--- config.mk ---
export PLATFORM = sky130hd
export DESIGN_NAME = spre_dist
export DESIGN_NICKNAME = d
export VERILOG_FILES = /design/src/design/spre_pkg.sv /design/src/design/spre_dist.sv
export SDC_FILE = /design/constraint.sdc
export NUM_CORES = 2
export LEC_CHECK = 0
export BUFFER_PORTS_ARGS = -buffer_cell sky130_fd_sc_hd__buf_2
export CORE_ASPECT_RATIO = 1.2
export CORE_MARGIN = 4
export CORE_UTILIZATION = 58
export CTS_CLUSTER_DIAMETER = 60
export CTS_CLUSTER_SIZE = 20
export DETAILED_ROUTE_END_ITERATION = 10
export PLACE_DENSITY = 0.81
export SYNTH_ARGS = -nofsm -noshare
export SYNTH_HDL_FRONTEND = slang
export SYNTH_SLANG_ARGS = --single-unit
--- constraint.sdc ---
create_clock -name i_clk -period 10.37 [get_ports i_clk]
set_clock_uncertainty 0.05 [all_clocks]
set_input_delay 0.5185 -clock i_clk [delete_from_list [all_inputs] [get_ports i_clk]]
set_output_delay 0.5185 -clock i_clk [all_outputs]
set_load 0.005 [all_outputs]
--- src/design/spre_pkg.sv ---
// Shared constants, types and state codes of the shortest-path relaxation engine.
package spre_pkg;

    localparam int NODE_W     = 6;
    localparam int MAX_NODES  = 64;
    localparam int MAX_EDGES  = 512;
    localparam int EDGE_AW    = 9;
    localparam int CNT_W      = 10;
    localparam int WT_W       = 11;
    localparam int EDGE_W     = 2 * NODE_W + WT_W;
    localparam int DIST_W     = 24;
    localparam int SUM_W      = DIST_W + 1;
    localparam int IN_TDATA_W = 24;
    localparam int OUT_TDATA_W = 32;

    localparam logic [NODE_W-1:0] TOP_RESET = NODE_W'(MAX_NODES - 1);
    localparam logic signed [SUM_W-1:0] SUM_MIN = -(SUM_W'(1) <<< (DIST_W - 1));
    localparam logic signed [SUM_W-1:0] SUM_MAX = (SUM_W'(1) <<< (DIST_W - 1)) - SUM_W'(1);

    typedef enum logic [2:0] {
        ST_IDLE,
        ST_RUN,
        ST_DRAIN,
        ST_OUT_RD,
        ST_OUT_LD,
        ST_OUT_BAD
    } t_state;

    // one edge presented to the distance unit, alongside its edge-store read
    typedef struct packed {
        logic                     issue;
        logic                     check;
        logic                     in_range;
        logic [NODE_W-1:0]        src;
        logic [NODE_W-1:0]        dst;
        logic signed [WT_W-1:0]   wt;
    } t_relax_req;

    typedef struct packed {
        logic busy;
        logic sat;
        logic relaxed;
    } t_relax_stat;

endpackage

--- src/design/spre_dist.sv ---
// Distance memory with read-modify-write relaxation, forwarding and run flags.
module spre_dist (
    input  logic                              i_clk,
    input  logic                              i_rst_n,
    input  logic                              i_clear,
    input  spre_pkg::t_relax_req              i_req,
    input  logic [spre_pkg::NODE_W-1:0]       i_rd_addr,
    output logic signed [spre_pkg::DIST_W-1:0] o_rd_dist,
    output spre_pkg::t_relax_stat             o_stat
);

    logic signed [spre_pkg::DIST_W-1:0] r_mem [spre_pkg::MAX_NODES];
    logic [spre_pkg::MAX_NODES-1:0]     r_dval;

    logic signed [spre_pkg::DIST_W-1:0] r_rd_a;
    logic signed [spre_pkg::DIST_W-1:0] r_rd_b;
    logic                               r_rd_a_ok;
    logic                               r_rd_b_ok;

    logic                               r_s2_valid;
    logic                               r_s2_check;
    logic                               r_s2_in_range;
    logic [spre_pkg::NODE_W-1:0]        r_s2_src;
    logic [spre_pkg::NODE_W-1:0]        r_s2_dst;
    logic signed [spre_pkg::WT_W-1:0]   r_s2_wt;

    logic                               r_fw_en;
    logic [spre_pkg::NODE_W-1:0]        r_fw_addr;
    logic signed [spre_pkg::DIST_W-1:0] r_fw_data;

    logic                               r_sat;
    logic                               r_relaxed;

    logic [spre_pkg::NODE_W-1:0]        addr_a;
    logic signed [spre_pkg::DIST_W-1:0] du;
    logic signed [spre_pkg::DIST_W-1:0] dv;
    logic signed [spre_pkg::SUM_W-1:0]  sum;
    logic signed [spre_pkg::DIST_W-1:0] cand;
    logic                               under;
    logic                               act;
    logic                               better;
    logic                               we;

    assign addr_a = i_req.issue ? i_req.src : i_rd_addr;

    always_ff @(posedge i_clk) begin
        r_rd_a    <= r_mem[addr_a];
        r_rd_b    <= r_mem[i_req.dst];
        r_rd_a_ok <= r_dval[addr_a];
        r_rd_b_ok <= r_dval[i_req.dst];
        if (we) begin
            r_mem[r_s2_dst] <= cand;
        end
    end

    // the write of the previous edge is not yet visible to the registered reads
    always_comb begin
        if (r_fw_en && r_fw_addr == r_s2_src) begin
            du = r_fw_data;
        end else begin
            du = r_rd_a_ok ? r_rd_a : '0;
        end
        if (r_fw_en && r_fw_addr == r_s2_dst) begin
            dv = r_fw_data;
        end else begin
            dv = r_rd_b_ok ? r_rd_b : '0;
        end
        sum   = {du[spre_pkg::DIST_W-1], du}
              + {{(spre_pkg::SUM_W - spre_pkg::WT_W){r_s2_wt[spre_pkg::WT_W-1]}}, r_s2_wt};
        under = sum < spre_pkg::SUM_MIN;
        if (under) begin
            cand = spre_pkg::SUM_MIN[spre_pkg::DIST_W-1:0];
        end else if (sum > spre_pkg::SUM_MAX) begin
            cand = spre_pkg::SUM_MAX[spre_pkg::DIST_W-1:0];
        end else begin
            cand = sum[spre_pkg::DIST_W-1:0];
        end
        act    = r_s2_valid && r_s2_in_range;
        better = cand < dv;
        we     = act && !r_s2_check && better;
    end

    always_ff @(posedge i_clk) begin
        r_s2_check    <= i_req.check;
        r_s2_in_range <= i_req.in_range;
        r_s2_src      <= i_req.src;
        r_s2_dst      <= i_req.dst;
        r_s2_wt       <= i_req.wt;
        r_fw_addr     <= r_s2_dst;
        r_fw_data     <= cand;
    end

    always_ff @(posedge i_clk) begin
        if (!i_rst_n) begin
            r_dval     <= '0;
            r_s2_valid <= 1'b0;
            r_fw_en    <= 1'b0;
            r_sat      <= 1'b0;
            r_relaxed  <= 1'b0;
        end else begin
            r_s2_valid <= i_req.issue;
            r_fw_en    <= we;
            if (i_clear) begin
                r_dval    <= '0;
                r_sat     <= 1'b0;
                r_relaxed <= 1'b0;
            end else begin
                if (we) begin
                    r_dval[r_s2_dst] <= 1'b1;
                end
                if (act && under) begin
                    r_sat <= 1'b1;
                end
                if (act && r_s2_check && better) begin
                    r_relaxed <= 1'b1;
                end
            end
        end
    end

    assign o_rd_dist      = r_rd_a_ok ? r_rd_a : '0;
    assign o_stat.busy    = r_s2_valid;
    assign o_stat.sat     = r_sat;
    assign o_stat.relaxed = r_relaxed;

endmodule

==> metrics <==
status finished, final reports clean; clk buf depth 3; Least-Margin Pin Slew 1.40 ns; area post-placement 82600 um^2; Critical Path Source Type register; port bufs 61; cell mode on critical path buf_4; Yosys reg bits 1709; fmax 112 MHz; Tcrit/Tclk final 86.0%; drt drc 0; Crit path required time 10.73 ns; fillers 8708; post-route design area 86500 um^2; antenna violations before repair 25; chip width 346 um; worst skew pair latency 0.79 ns; final hold vios 0; Crit. End Element register; Synth area leaders edfxtp_1, mux4_2, dfxtp_1, nand2_1, a211oi_1; Synth Area in Simple Gates 3.93%; vias in the first global route 47300; Total Wirelength 227 mm; via count 47000; crit path cell chain xnor2_1 -> nand4_1 -> nor4_2 -> buf_4 -> mux2_2 -> ha_1 -> a211oi_1 -> o21ai_1 -> o211a_1 -> a2111o_1 -> a31o_2 -> xnor2_1 -> nand2_2 -> a21oi_4 -> buf_4 -> ha_1 -> a211oi_1 -> o21ai_0 -> a31o_2 -> nor2_1 -> a31oi_4 -> buf_4 -> nor4_2 -> buf_4; Total GRT Usage 31.9%; clock root buffer clkbuf_16; count leader, synth edfxtp_1; syn_nets 4340; final setup vio count 0; core region area 136000 um^2; dpl cells 5914; DRT antenna net count 0; Util after Layout 63.7%; Leak Pwr 26.7 nW; Main synth FF type edfxtp_1; DRT iter0 DRCs 7361; largest family of logic cells by synthesized area multiplexers; area share of fa/ha/maj cells after synthesis 0.878%; H-tree depth 3; Cells after Synth 4254; Vert. Die Dim 413 um; first-pass GRT wire length 331 mm; Crit Path Class reg -> reg; top cell type's share of synthesized area 58.1%; Non-Filler Instances 6142; Crit path arrival time 9.28 ns; Synth cell types 51; worst vdd rail ir drop 207 uV; clock-pin slew on the worst setup and hold paths 0.09 ns; CP max stage delay 0.71 ns; FP Rows 148; post-CTS sizing 0; Synth Area in XOR/XNOR 0.353%; largest net degree at the start of global routing 134; Detailed Place HPWL 135 mm; PD cells 188 nW/um^2; Post-synth EDFFs 1536; area leader, netlist edfxtp_1; initial cell density of the core 58.5%; grt ovf 0; CTS tree yes; Max Cap Violations 0; Max Slew Vio Count 0; post-synthesis mux area share 26.7%; Crit path buffers/inverters 4; sequential cell area fraction in the yosys report 62.5%; Ports 62; asr flop ratio synth 0%; Avg WL per Cell 37.0 um; cell family with most CP delay compound AO/OA/AOI/OAI gates; post-synthesis compound-gate area fraction 3.94%; total CTS buffers 113; Vias/cell 7.64; Layout Nets 4334; Tightest Hold Check Type in -> reg; Synth Area per Inst 18.7 um^2; synth warn 0; synth cell count leaders edfxtp_1, mux4_2, nand2_1; Die Area 143000 um^2; Critical Path Fanout Max 66; Crit-path slowest cell nand2_2; Slew headroom 6.16%; min cycle time layout 8.92 ns; RSZ-0062 raised after global routing no; Area Overhead vs Synth 8.96%; share of layout cells above drive strength 1 33.2%; mapped cell area 79400 um^2; GPL Wtd Cong 0.907; total clock sinks 1709; first-pass iteration count of the detailed router 9
## final timing paths
kind / startpoint / end / slack (ns) / cells after the start
hold / removal: i_rst_n / r_fw_en$_SDFF_PN0_ / 0.11 / 3
hold reg to reg: r_dval[42]$_SDFFE_PP0P_ / r_dval[42]$_SDFFE_PP0P_ / 0.41 / 2
setup reg to reg: r_fw_addr[5]$_DFF_P_ / r_mem[11][17]$_DFFE_PP_ / 1.45 / 24
setup / recovery: r_fw_addr[5]$_DFF_P_ / r_mem[11][17]$_DFFE_PP_ / 1.45 / 24
## power by group
| part | switching, mW | internal, mW | total [mW] |
|---|---|---|---|
| clock | 2.44 | 2.30 | 4.75 |
| sequential | 0.0918 | 8.54 | 8.63 |
| combinational | 2.06 | 0.792 | 2.85 |
## timing repair
item | CTS | global route
hold buffers | 19 | 0
buffers inserted | 0 | 0
endpoints found under the hold margin | 19 | 0
## cell type report
class / count / area (um^2) / area share [%]
clock buffers: 140 / 3010 / 3.48
repair buffers: 225 / 1750 / 2.02
inverters: 7 / 26.3 / 0.0304
well taps: 1800 / 2250 / 2.60
multi-input cells: 2192 / 29100 / 33.7
flip-flops and latches: 1709 / 49600 / 57.3
diodes: 9 / 22.5 / 0.0260
clock inverters: 60 / 707 / 0.817
## per-layer routing
layer	share of wire [%]	GRT usage, %
met5	0.073	0
met4	5.3	14.4
met3	14	9.53
met2	48	50.7
met1	32	41.4
## state kept, by name, summed over array words and instances, names as in the netlist, 6 cells and up
register   flops
r_s2_wt       11
r_fw_data     24
r_rd_a        24
r_s2_src       6
r_mem       1536
r_rd_b        24
r_s2_dst       6
r_dval        64
r_fw_addr      6
## kinds of logic (layout without fill, tap and decap cells)
| group | after synthesis | in the layout |
|---|---|---|
| DFF | 1709 | 1709 |
| muxes | 957 | 957 |
| and+or+nand+nor | 668 | 668 |
| AOI/OAI and AO/OA | 479 | 479 |
| buffers and inverters | 353 | 432 |
| adders and majority gates | 56 | 56 |
| xor gates and xnor gates | 32 | 32 |
| other | 0 | 9 |
## stage by stage
step | power, mW | TNS [ns] | hold slack (ns) | setup slack, ns
6_report | 16.2 | 0 | 0.107 | 1.45
5_1_grt | 16.7 | 0 | 0.128 | 0.960
4_1_cts | 16.2 | 0 | 0.0592 | 1.50
3_5_place_dp | 11.5 | 0 | 0.400 | 1.53
3_3_place_gp | 11.5 | 0 | 0.397 | 1.70
2_1_floorplan | 10.4 | -192.51 | 0.311 | -0.299
## worst min-delay path: stages
cell     delay, ns
buf_2         0.23
nand2_1       0.10
nor2_1        0.04
## cell usage in the layout (no fill, tap or decap), types with 19 or more instances in the layout
cell type	Yosys	final
dfxtp_1	173	173
a31oi_1	53	52
buf_2	27	57
clkbuf_1	255	21
nor4_2	0	31
o21ai_0	66	61
nor2_1	56	50
mux4_2	925	925
mux2_2	27	25
a311oi_1	50	50
ha_1	50	50
and2_1	126	126
nand3_1	38	38
a21oi_1	117	105
nor3_2	0	30
clkbuf_16	0	115
nand2_1	334	332
a211oi_1	130	130
edfxtp_1	1536	1536
dlygate4sd3_1	0	19
buf_4	3	135
(Power assumes the default switching activity.)
